[config.mk]
export PLATFORM = sky130hd
export DESIGN_NAME = dns_message_parser
export DESIGN_NICKNAME = d
export VERILOG_FILES = /design/src/rtl/dmp_pkg.sv /design/src/rtl/dns_message_parser.sv
export SDC_FILE = /design/constraint.sdc
export NUM_CORES = 2
export LEC_CHECK = 0
export ABC_AREA = 0
export BUFFER_PORTS_ARGS = -buffer_cell sky130_fd_sc_hd__buf_2
export CORE_MARGIN = 4
export CORE_UTILIZATION = 38
export CTS_BUF_LIST = sky130_fd_sc_hd__clkbuf_16
export DETAILED_ROUTE_END_ITERATION = 10
export PLACE_DENSITY_LB_ADDON = 0.08
export SLEW_MARGIN = 20
export SYNTH_ARGS = -nofsm -noshare
export SYNTH_HDL_FRONTEND = slang
export SYNTH_SLANG_ARGS = --single-unit
[constraint.sdc]
create_clock -name clk -period 23 [get_ports clk]
set_input_delay 4.6 -clock clk [delete_from_list [all_inputs] [get_ports clk]]
set_output_delay 4.6 -clock clk [all_outputs]
set_load 0.01 [all_outputs]
[src/rtl/dmp_pkg.sv]
`timescale 1ns / 1ps
// ----------------------------------------------------------------------------
// dmp_pkg
// Types and constants shared by the DNS message parser.
// ----------------------------------------------------------------------------
package dmp_pkg;

    localparam int          NAME_LIMIT_DEF   = 256;
    localparam logic [15:0] WANTED_QTYPE_RST = 16'd28;
    localparam logic [15:0] TYPE_AAAA        = 16'd28;
    localparam logic [7:0]  PTR_MARK         = 8'hC0;

    localparam logic [1:0] ST_OK     = 2'd0;
    localparam logic [1:0] ST_FORMAT = 2'd1;
    localparam logic [1:0] ST_NOTIMP = 2'd2;

    localparam logic KIND_RECORD = 1'b0;
    localparam logic KIND_FINAL  = 1'b1;
    localparam logic CMD_REQUEST = 1'b0;
    localparam logic CMD_RESPONSE = 1'b1;

    typedef struct packed {
        logic       cmd;
        logic [7:0] data_byte;
    } dmp_in_t;

    typedef struct packed {
        logic        kind;
        logic [1:0]  status;
        logic [15:0] qtype;
        logic [16:0] ttl_offset;
        logic [31:0] ttl;
        logic [31:0] min_ttl;
        logic        first_is_aaaa;
        logic [63:0] addr_high;
        logic [63:0] addr_low;
        logic        last;
    } dmp_out_t;

endpackage

[src/rtl/dns_message_parser.sv]
`timescale 1ns / 1ps
// ----------------------------------------------------------------------------
// dns_message_parser
// Parses a TCP-framed DNS message one byte per item; emits record and final
// results.
// ----------------------------------------------------------------------------
//  channel | direction | handshake          | payload
//  req     | in        | req_valid/req_stall | req_item (dmp_in_t)
//  rsp     | out       | rsp_valid/rsp_stall | rsp_item (dmp_out_t)
//  cfg     | in        | cfg_we             | cfg_wdata (wanted qtype)
//
// One byte is taken per cycle while req_stall is low; its state update is a single combinational
// pass into the parse registers and a three-entry result queue.
// A byte that closes both a record and the message yields two results, so
// the request side stalls while two or more results are queued.
// Reset clears all parse state and the queue; wanted qtype returns to AAAA.
// ----------------------------------------------------------------------------
module dns_message_parser
    import dmp_pkg::*;
#(
    parameter int NAME_LIMIT = NAME_LIMIT_DEF
)
(
    input  logic     clk,
    input  logic     rst_n,
    input  logic     req_valid,
    output logic     req_stall,
    input  dmp_in_t  req_item,
    output logic     rsp_valid,
    input  logic     rsp_stall,
    output dmp_out_t rsp_item,
    input  logic     cfg_we,
    input  logic [15:0] cfg_wdata
);

    localparam int NLW = $clog2(NAME_LIMIT + 1);
    localparam int SW  = NLW + 9;

    typedef enum logic [3:0] {
        P_LEN_HI, P_LEN_LO, P_HEADER, P_QLEN, P_QTEXT, P_QFIXED, P_RFIRST,
        P_RPTR, P_RLEN, P_RTEXT, P_RFIXED, P_RDATA, P_DONE
    } phase_t;

    phase_t      phase_reg, phase_next;
    logic        kind_reg, kind_next;
    logic [16:0] pos_reg, pos_next;
    logic [15:0] mlen_reg, mlen_next;
    logic [31:0] fs_reg, fs_next;
    logic [17:0] rl_reg, rl_next;
    logic [15:0] skip_reg, skip_next;
    logic [NLW-1:0] nl_reg, nl_next;
    logic [15:0] hc_reg [4];
    logic [15:0] hc_next [4];
    logic [31:0] lt_reg, lt_next;
    logic [63:0] ah_reg, ah_next, al_reg, al_next;
    logic        err_reg, err_next;
    logic [15:0] qt_reg, qt_next, rt_reg, rt_next;
    logic [31:0] rttl_reg, rttl_next;
    logic [16:0] rtp_reg, rtp_next;
    logic [4:0]  ac_reg, ac_next;
    logic        isf_reg, isf_next, fa_reg, fa_next;
    logic [15:0] wanted_reg;

    dmp_out_t    q_reg [3];
    dmp_out_t    q_next [3];
    logic [1:0]  cnt_reg, cnt_next;

    logic        accept, deq;
    logic        rec_emit, fin_emit;
    logic [1:0]  fin_status;
    dmp_out_t    rec_res, fin_res;

    assign req_stall = cnt_reg >= 2'd2;
    assign rsp_valid = cnt_reg != 2'd0;
    assign rsp_item  = q_reg[0];
    assign accept    = req_valid && !req_stall;
    assign deq       = rsp_valid && !rsp_stall;

    // parse step for one byte
    always_comb
    begin
        logic [7:0]  b;
        logic [3:0]  h;
        logic [1:0]  hi;
        logic        do_label;
        phase_t      zero_ph, text_ph;
        logic [17:0] end_chk;
        logic [SW-1:0] nsum;
        logic [15:0] idx;
        logic [15:0] rdlen;
        b          = req_item.data_byte;
        h          = 4'd0;
        hi         = 2'd0;
        do_label   = 1'b0;
        zero_ph    = P_QFIXED;
        text_ph    = P_QTEXT;
        end_chk    = 18'd0;
        nsum       = '0;
        idx        = skip_reg;
        rdlen      = 16'd0;
        phase_next = phase_reg;
        kind_next  = kind_reg;
        pos_next   = pos_reg;
        mlen_next  = mlen_reg;
        fs_next    = fs_reg;
        rl_next    = rl_reg;
        skip_next  = skip_reg;
        nl_next    = nl_reg;
        for (int i = 0; i < 4; i++)
        begin
            hc_next[i] = hc_reg[i];
        end
        lt_next    = lt_reg;
        ah_next    = ah_reg;
        al_next    = al_reg;
        err_next   = err_reg;
        qt_next    = qt_reg;
        rt_next    = rt_reg;
        rttl_next  = rttl_reg;
        rtp_next   = rtp_reg;
        ac_next    = ac_reg;
        isf_next   = isf_reg;
        fa_next    = fa_reg;
        rec_emit   = 1'b0;
        fin_emit   = 1'b0;
        fin_status = ST_OK;

        if (phase_reg == P_LEN_HI)
        begin
            kind_next  = req_item.cmd;
            mlen_next  = {b, 8'd0};
            fs_next    = '0;
            rl_next    = '0;
            skip_next  = '0;
            nl_next    = '0;
            for (int i = 0; i < 4; i++)
            begin
                hc_next[i] = '0;
            end
            lt_next    = '0;
            ah_next    = '0;
            al_next    = '0;
            err_next   = 1'b0;
            qt_next    = '0;
            rt_next    = '0;
            rttl_next  = '0;
            rtp_next   = '0;
            ac_next    = '0;
            isf_next   = 1'b0;
            fa_next    = 1'b0;
            phase_next = P_LEN_LO;
            pos_next   = 17'd1;
        end
        else if (phase_reg == P_LEN_LO)
        begin
            mlen_next = {mlen_reg[15:8], b};
            if ({mlen_reg[15:8], b} == 16'd0)
            begin
                err_next   = 1'b1;
                fin_emit   = 1'b1;
                fin_status = ST_FORMAT;
                phase_next = P_LEN_HI;
                pos_next   = '0;
            end
            else
            begin
                phase_next = P_HEADER;
                skip_next  = '0;
                pos_next   = 17'd2;
            end
        end
        else
        begin
            case (phase_reg)
                P_HEADER:
                begin
                    h = 4'(pos_reg - 17'd2);
                    if (h >= 4'd4)
                    begin
                        hi = 2'((h - 4'd4) >> 1);
                        hc_next[hi] = {hc_reg[hi][7:0], b};
                    end
                    if (h >= 4'd11)
                    begin
                        if (kind_reg == CMD_RESPONSE && hc_next[0] != 16'd1)
                        begin
                            err_next   = 1'b1;
                            phase_next = P_DONE;
                        end
                        else
                        begin
                            phase_next = P_QLEN;
                            nl_next    = '0;
                        end
                    end
                end
                P_QLEN:
                begin
                    do_label = 1'b1;
                end
                P_QTEXT, P_RTEXT:
                begin
                    skip_next = skip_reg - 16'd1;
                    if (skip_next == 16'd0)
                    begin
                        phase_next = (phase_reg == P_QTEXT) ? P_QLEN : P_RLEN;
                    end
                end
                P_QFIXED:
                begin
                    if (skip_reg < 16'd2)
                    begin
                        qt_next = {qt_reg[7:0], b};
                    end
                    skip_next = skip_reg + 16'd1;
                    if (skip_next == 16'd4)
                    begin
                        if (kind_reg == CMD_RESPONSE && hc_reg[1] != 16'd0)
                        begin
                            rl_next = 18'(hc_reg[1]) + 18'(hc_reg[2]) + 18'(hc_reg[3]);
                            isf_next   = 1'b1;
                            phase_next = P_RFIRST;
                            nl_next    = '0;
                        end
                        else
                        begin
                            phase_next = P_DONE;
                        end
                    end
                end
                P_RFIRST:
                begin
                    if ((b & PTR_MARK) == PTR_MARK)
                    begin
                        phase_next = P_RPTR;
                    end
                    else if ((b & PTR_MARK) == 8'd0)
                    begin
                        do_label = 1'b1;
                    end
                    else
                    begin
                        err_next   = 1'b1;
                        phase_next = P_DONE;
                    end
                end
                P_RPTR:
                begin
                    phase_next = P_RFIXED;
                    skip_next  = '0;
                    fs_next    = '0;
                end
                P_RLEN:
                begin
                    do_label = 1'b1;
                end
                P_RFIXED:
                begin
                    fs_next = {fs_reg[23:0], b};
                    if (idx == 16'd1)
                    begin
                        rt_next = fs_next[15:0];
                        fs_next = '0;
                    end
                    if (idx == 16'd3)
                    begin
                        fs_next = '0;
                    end
                    if (idx == 16'd4)
                    begin
                        rtp_next = pos_reg;
                    end
                    if (idx == 16'd7)
                    begin
                        rttl_next = fs_next;
                        fs_next   = '0;
                    end
                    skip_next = skip_reg + 16'd1;
                    if (idx == 16'd9)
                    begin
                        rdlen   = fs_next[15:0];
                        fs_next = '0;
                        rl_next = rl_reg - 18'd1;
                        if (isf_reg)
                        begin
                            lt_next = rttl_reg;
                            fa_next = (rt_reg == TYPE_AAAA);
                        end
                        else if (rttl_reg != 32'd0 && rttl_reg < lt_reg)
                        begin
                            lt_next = rttl_reg;
                        end
                        rec_emit = 1'b1;
                        if (rdlen != 16'd0)
                        begin
                            phase_next = P_RDATA;
                            skip_next  = rdlen;
                            ac_next    = '0;
                        end
                        else
                        begin
                            isf_next = 1'b0;
                            if (rl_next == 18'd0)
                            begin
                                phase_next = P_DONE;
                            end
                            else
                            begin
                                phase_next = P_RFIRST;
                                nl_next    = '0;
                            end
                        end
                    end
                end
                P_RDATA:
                begin
                    if (isf_reg && fa_reg && ac_reg < 5'd16)
                    begin
                        for (int k = 0; k < 8; k++)
                        begin
                            if (ac_reg[2:0] == 3'(k))
                            begin
                                if (ac_reg[3])
                                begin
                                    al_next[(7-k)*8 +: 8] = al_reg[(7-k)*8 +: 8] | b;
                                end
                                else
                                begin
                                    ah_next[(7-k)*8 +: 8] = ah_reg[(7-k)*8 +: 8] | b;
                                end
                            end
                        end
                        ac_next = ac_reg + 5'd1;
                    end
                    skip_next = skip_reg - 16'd1;
                    if (skip_next == 16'd0)
                    begin
                        isf_next = 1'b0;
                        if (rl_reg == 18'd0)
                        begin
                            phase_next = P_DONE;
                        end
                        else
                        begin
                            phase_next = P_RFIRST;
                            nl_next    = '0;
                        end
                    end
                end
                default:
                begin
                end
            endcase

            // label length byte of the question or a record owner
            if (do_label)
            begin
                if (phase_reg == P_QLEN)
                begin
                    zero_ph = P_QFIXED;
                    text_ph = P_QTEXT;
                end
                else
                begin
                    zero_ph = P_RFIXED;
                    text_ph = P_RTEXT;
                end
                end_chk = {1'b0, pos_reg} + 18'd1 + 18'(b);
                nsum    = SW'(nl_reg) + SW'(b) + SW'(1);
                if (b == 8'd0)
                begin
                    phase_next = zero_ph;
                    skip_next  = '0;
                    fs_next    = '0;
                end
                else if (end_chk > ({2'b00, mlen_reg} + 18'd2) || nsum >= SW'(NAME_LIMIT))
                begin
                    err_next   = 1'b1;
                    phase_next = P_DONE;
                end
                else
                begin
                    nl_next    = nsum[NLW-1:0];
                    skip_next  = 16'(b);
                    phase_next = text_ph;
                end
            end

            if ({1'b0, pos_reg} == {2'b00, mlen_reg} + 18'd1)
            begin
                fin_emit = 1'b1;
                if (err_next)
                begin
                    fin_status = ST_FORMAT;
                end
                else if (kind_reg == CMD_REQUEST)
                begin
                    if (phase_next != P_DONE)
                    begin
                        fin_status = ST_FORMAT;
                    end
                    else if (qt_next != wanted_reg)
                    begin
                        fin_status = ST_NOTIMP;
                    end
                    else
                    begin
                        fin_status = ST_OK;
                    end
                end
                else if (phase_next == P_DONE || (phase_next == P_RDATA && rl_next == 18'd0))
                begin
                    fin_status = ST_OK;
                end
                else
                begin
                    fin_status = ST_FORMAT;
                end
                phase_next = P_LEN_HI;
                pos_next   = '0;
            end
            else
            begin
                pos_next = pos_reg + 17'd1;
            end
        end
    end

    always_comb
    begin
        rec_res.kind          = KIND_RECORD;
        rec_res.status        = ST_OK;
        rec_res.qtype         = qt_next;
        rec_res.ttl_offset    = rtp_next;
        rec_res.ttl           = rttl_next;
        rec_res.min_ttl       = lt_next;
        rec_res.first_is_aaaa = fa_next;
        rec_res.addr_high     = '0;
        rec_res.addr_low      = '0;
        rec_res.last          = !fin_emit;

        fin_res.kind          = KIND_FINAL;
        fin_res.status        = fin_status;
        fin_res.qtype         = qt_next;
        fin_res.ttl_offset    = '0;
        fin_res.ttl           = '0;
        fin_res.min_ttl       = lt_next;
        fin_res.first_is_aaaa = fa_next;
        fin_res.addr_high     = ah_next;
        fin_res.addr_low      = al_next;
        fin_res.last          = 1'b1;
    end

    // result queue: head at entry 0, shift on take
    always_comb
    begin
        logic [1:0] base;
        base = cnt_reg - {1'b0, deq};
        if (deq)
        begin
            q_next[0] = q_reg[1];
            q_next[1] = q_reg[2];
            q_next[2] = q_reg[2];
        end
        else
        begin
            q_next[0] = q_reg[0];
            q_next[1] = q_reg[1];
            q_next[2] = q_reg[2];
        end
        cnt_next = base;
        if (accept)
        begin
            if (rec_emit && fin_emit)
            begin
                q_next[base]        = rec_res;
                q_next[base + 2'd1] = fin_res;
                cnt_next            = base + 2'd2;
            end
            else if (rec_emit)
            begin
                q_next[base] = rec_res;
                cnt_next     = base + 2'd1;
            end
            else if (fin_emit)
            begin
                q_next[base] = fin_res;
                cnt_next     = base + 2'd1;
            end
        end
    end

    always_ff @(posedge clk or negedge rst_n)
    begin
        if (!rst_n)
        begin
            wanted_reg <= WANTED_QTYPE_RST;
            cnt_reg    <= '0;
            phase_reg  <= P_LEN_HI;
            kind_reg   <= 1'b0;
            pos_reg    <= '0;
            mlen_reg   <= '0;
            fs_reg     <= '0;
            rl_reg     <= '0;
            skip_reg   <= '0;
            nl_reg     <= '0;
            for (int i = 0; i < 4; i++)
            begin
                hc_reg[i] <= '0;
            end
            lt_reg     <= '0;
            ah_reg     <= '0;
            al_reg     <= '0;
            err_reg    <= 1'b0;
            qt_reg     <= '0;
            rt_reg     <= '0;
            rttl_reg   <= '0;
            rtp_reg    <= '0;
            ac_reg     <= '0;
            isf_reg    <= 1'b0;
            fa_reg     <= 1'b0;
        end
        else
        begin
            if (cfg_we)
            begin
                wanted_reg <= cfg_wdata;
            end
            cnt_reg <= cnt_next;
            if (accept)
            begin
                phase_reg <= phase_next;
                kind_reg  <= kind_next;
                pos_reg   <= pos_next;
                mlen_reg  <= mlen_next;
                fs_reg    <= fs_next;
                rl_reg    <= rl_next;
                skip_reg  <= skip_next;
                nl_reg    <= nl_next;
                for (int i = 0; i < 4; i++)
                begin
                    hc_reg[i] <= hc_next[i];
                end
                lt_reg    <= lt_next;
                ah_reg    <= ah_next;
                al_reg    <= al_next;
                err_reg   <= err_next;
                qt_reg    <= qt_next;
                rt_reg    <= rt_next;
                rttl_reg  <= rttl_next;
                rtp_reg   <= rtp_next;
                ac_reg    <= ac_next;
                isf_reg   <= isf_next;
                fa_reg    <= fa_next;
            end
        end
    end

    always_ff @(posedge clk)
    begin
        for (int i = 0; i < 3; i++)
        begin
            q_reg[i] <= q_next[i];
        end
    end

endmodule

* Yosys cells after proc, flatten, opt, wreduce, memory -nomap -nowiden
Memory sizes are Yosys's and may differ from the RTL's.
Cells that the tools add are included.
Widths: inputs -> output; s select.
** Storage, ports and cells
- Bits in registers :: 444
- RAM bits :: 690
- Input bits :: 30
- Output and inout bits :: 232
- Word-level logic and storage cells :: 392
- Memories :: 1
** Memories
- q_reg :: words 3, bits a word 230, rd ports 3, clocked after Yosys merged registers in 0, write ports 3, RTL line dns_message_parser.sv:64 : dmp_out_t q_reg [3];
** Operators by class
- Add/sub/neg operators :: 18
- Magnitude comparators :: 14
- Equality and inequality tests :: 42
- Mux-type cells :: 222
- Bitwise operators :: 19
- Reductions and logical operators :: 50
** Operator list (count)
- $mux 690 :: 5
- $bwmux 690 :: 3
- $mux 64 :: 15
- $demux 230 s2 :: 2
- $mux 32 :: 21
- $mux 230 :: 2
- $mux 16 :: 20
- $mux 8 :: 35
- $or 8x8->8 :: 16
- $mux 18 :: 7
- $mux 9 :: 14
- $mux 17 :: 7
- $mux 4 :: 23
- $bwmux 64 :: 1
- $pmux 16 s4 :: 1
- $pmux 32 s2 :: 1
- $logic_not 18->1 :: 3
- $eq 16x3->1 const B :: 3
- $mux 1 :: 38
- $pmux 18 s2 :: 1
- $pmux 9 s4 :: 1
- $bmux 16 s2 :: 1
- $demux 16 s2 :: 1
- $logic_not 16->1 :: 2
- other kinds (72) :: 142

* Logic depth before layout (Yosys ltp)
- Depth after elaboration :: 34
- Gate-level depth with buffers :: 26
- Mapped depth without buffers :: 24

* Least setup slack after synthesis
OpenSTA, ideal clock, no wires.
- Kind :: input-to-reg
- Start point :: in rsp_stall
- End point :: mem q_reg[0][460] (netlist name) (enable)
- Library setup time :: 0.724 ns
- Data arrival time :: 15.234 ns
- Data required time :: 22.276 ns
- Path slack :: 7.042 ns
- Stages on the path :: 15
- Buffers on the path :: 8
- Cell sequence :: nand2b_1 -> clkbuf_1 -> inv_1 -> clkbuf_1 -> clkbuf_1 -> clkbuf_1 -> clkbuf_1 -> ha_1 -> xor2_1 -> ha_1 -> buf_2 -> clkbuf_1 -> clkbuf_1 -> a21oi_1 -> nor2_1
** RTL lines
- start, declared :: RTL line dns_message_parser.sv:30 : input logic rsp_stall,
- end, declared :: RTL line dns_message_parser.sv:64

==> results by group <==
Hold path
  – End of the worst hold path: rt_reg[3]
  – Hold Path Stages: 2
  – Min-Delay Path Class: flip-flop to flip-flop
  – Hold path start: rt_reg[3]

Critical path
  – Reg-to-reg endpoint: q_reg[0][687]
  – Critical path required time: 23.49 ns
  – Reg2reg start: pos_reg[0]
  – Critical path capture point type: flip-flop
  – Worst r2r path cells: 24
  – CP Data Arrival Time: 10.23 ns
  – CP max FO: 17
  – Reg2Reg Setup Slack: 16.87 ns
  – Critical Path Source Type: primary input
  – Crit path kind: primary input to flip-flop

Timing
  – Max-slew violation total from the final report: 0
  – Actual slew at the worst max-slew pin: 1.23 ns
  – Setup TNS: 0 ns
  – Hold Fails Final Rpt: 0
  – Worst slew margin: 18.0%
  – Min cycle time layout: 9.74 ns
  – Max Fclk: 103 MHz
  – RSZ-0062 raised after global routing: false
  – Worst setup margin: 13.26 ns
  – Setup violators final: 0
  – Period utilization: 42.3%
  – Clock Skew: 0.0575 ns

Route
  – Via count: 52,412
  – Wl on met1: 105,000 µm
  – Drt pass-1 iters: 6
  – Routed length per instance: 24.0 µm
  – DR WL met2: 98,300 µm
  – Vias per cell: 5.72
  – Met3 WL post-DR: 12,200 µm
  – Final wirelength: 220,000 µm
  – # DRC: 0
  – Post-route ant nets: 0
  – Initial DRC count: 4,813
  – DR top layer: met4

GRT
  – All-Layer GR Usage: 25.4%
  – Largest net degree at the start of global routing: 149
  – Grt total ovfl: 0
  – First-pass GRT wire length: 332,000 µm
  – Initial antenna violation count: 2
  – Vias in the first global route: 50,127

CTS
  – Worst-skew pair later-pin latency: 0.78 ns
  – TritonCTS clock tree: yes
  – Clock buffer depth: 3
  – Root buffer cell: clkbuf_16
  – CTS H-tree depth: 4
  – Clock sinks: 1,126
  – Post-CTS setup buffers: 0
  – TritonCTS Buffers: 136
  – Cts-stage hold buffer count: 0
  – Post-cts sizing count: 0
  – Reg clk slew, reported paths: 0.06 ns

Floorplanning
  – I/O pins: 262
  – Initial core utilization: 38.4%
  – Row count: 146
  – Die Y-Extent: 409 µm
  – CORE AREA: 159,000 µm²
  – Die area: 167,000 µm²
  – Die Wd: 409 µm

Yosys
  – Number of flops mapped to enable cells by yosys: 230
  – Post-synth top flop: dfxtp_1
  – Mapped Area: 61,100 µm²
  – Commonest cells post-synth: 1,214 x nand2_1, 784 x nor2_1, 548 x a21oi_1
  – Yosys Warn Count: 0
  – Post-synth net total: 7,337
  – Sequential area share after synthesis: 44.2%
  – Cells after synthesis: 7,182
  – Top cells by area, synth: dfrtp_1 18%, dfxtp_1 15%, edfxtp_1 11%
  – Post-synth top area share: 17.7%
  – Cell with the most instances after synthesis: nand2_1
  – Area leader, netlist: dfrtp_1
  – Syn avg cell area: 8.51 µm²
  – Synth async-reset ratio: 38.7%
  – Yosys cell types: 107
  – Yosys reg bits: 1,126

Placement
  – Port Buffers: 261
  – Area after DPL: 62,400 µm²
  – GP Congestion: 0.888
  – Worst slack at placement: 12.66 ns
  – HPWL after DPL: 139,000 µm

Finish
  – # fillers: 15,914
  – Max reg flops: 690
  – Post-route cell area: 66,700 µm²
  – Net count, final: 7,062
  – Synth-to-Final Area Change: 9.12%
  – Share of cells above drive strength 1: 10.6%

Power and ir drop
  – Pwr/cell area: 129 nW/µm²
  – Leak: 28.6 nW
  – Peak supply drop: 73.4 µV

Run status
  – Status: complete, no violations

Job
  – Max-Cap Viols: 0
[cell usage in the layout, fill, tap and decap left out, drive strengths merged, types with 14 or more instances in the layout]
cell	n
o22ai	319
mux2	45
inv	186
or4	18
nand4	70
and2	18
a21oi	560
nand2	1219
mux2i	300
a32o	28
a21o	31
nor3	62
nor2b	17
or2	14
edfxtp	230
clkbuf	138
clkinv	49
nand3	89
dfxtp	460
a31oi	24
xor2	58
nor2	787
buf	377
nand2b	21
dfrtp	433
ha	106
o21a	79
a22oi	120
a31o	19
fa	19
o21ai	582
a211oi	41
xnor2	54
a22o	98
nor4	64
and3	103
[final cells by class]
type	instances	area [µm²]	share of cell area (%)
clock inverters	113	798	1.20
inverters	131	499	0.748
repair buffers	377	2280	3.42
multi-input cells	5135	30000	44.9
diodes	3	7.51	0.0113
clock buffers	138	3450	5.18
well taps	2146	2690	4.03
flip-flops and latches	1126	27000	40.5
[power breakdown]
group	internal [W]	total (W)	switching, W
combinational	0.00126	0.00347	0.00221
sequential	0.00257	0.00306	0.000491
clock	0.00117	0.00209	0.000915
total	0.00500	0.00862	0.00362
[critical path, cell delays in order]
cell and delay [ns]:
buf_2 0.32, inv_1 0.31, ha_1 0.21, inv_1 0.05, fa_1 0.41, a21o_1 0.21
a21oi_1 0.22, o21bai_1 0.10, a21oi_1 0.23, o21bai_1 0.09, a21oi_1 0.43, nor2_1 0.12
xor2_1 0.17, ha_1 0.34, nand4_1 0.09, nor2_1 0.18, nand2_1 0.07, o32ai_1 0.29
a31o_2 0.22, nand2_1 0.12, a211oi_1 0.47, nand4_1 0.15, nor4_1 0.44, o32a_2 0.29
o21ai_2 0.07
[cells by family after synthesis]
kind of cell             synth area share [%]
XOR/XNOR                                 1.60
AO/OA/AOI/OAI                            20.0
adder cells (fa/ha/maj)                  2.79
multiplexers                             6.04
flip-flops                               44.2
buffers and inverters                    7.44
AND/OR/NAND/NOR                          17.9
[per-stage QoR]
stage	total power (W)	hold slack, ns	cells	utilization, %
after floorplan	0.00560	0.441	7182	-
after global placement	0.00648	0.458	8914	39.2
after detailed placement	0.00652	0.467	8914	39.2
after CTS	0.00864	0.480	9165	41.9
after global routing	0.00919	0.502	9166	41.9
final	0.00862	0.469	9169	41.9
[routing by layer]
metal,vias to the layer above,track usage (%)
met1,25961,37.4
met4,0,5.34
met3,236,3.78
met5,-,0
met2,1564,39.5
li1,24651,-
[how the worst max path moves through the flow]
stage	from	end	slack, ns	depth (start not counted)
2_1_floorplan	rsp_stall	q_reg[0][460]	7.04	15
3_3_place_gp	req_item[0]	q_reg[0][687]	12.74	25
3_5_place_dp	req_item[0]	q_reg[0][687]	12.66	25
4_1_cts	req_item[0]	q_reg[0][687]	13.42	25
5_1_grt	req_item[0]	q_reg[0][687]	12.81	25
6_report	req_item[0]	q_reg[0][687]	13.26	25
Note: power is estimated with default switching activity, not from simulation.
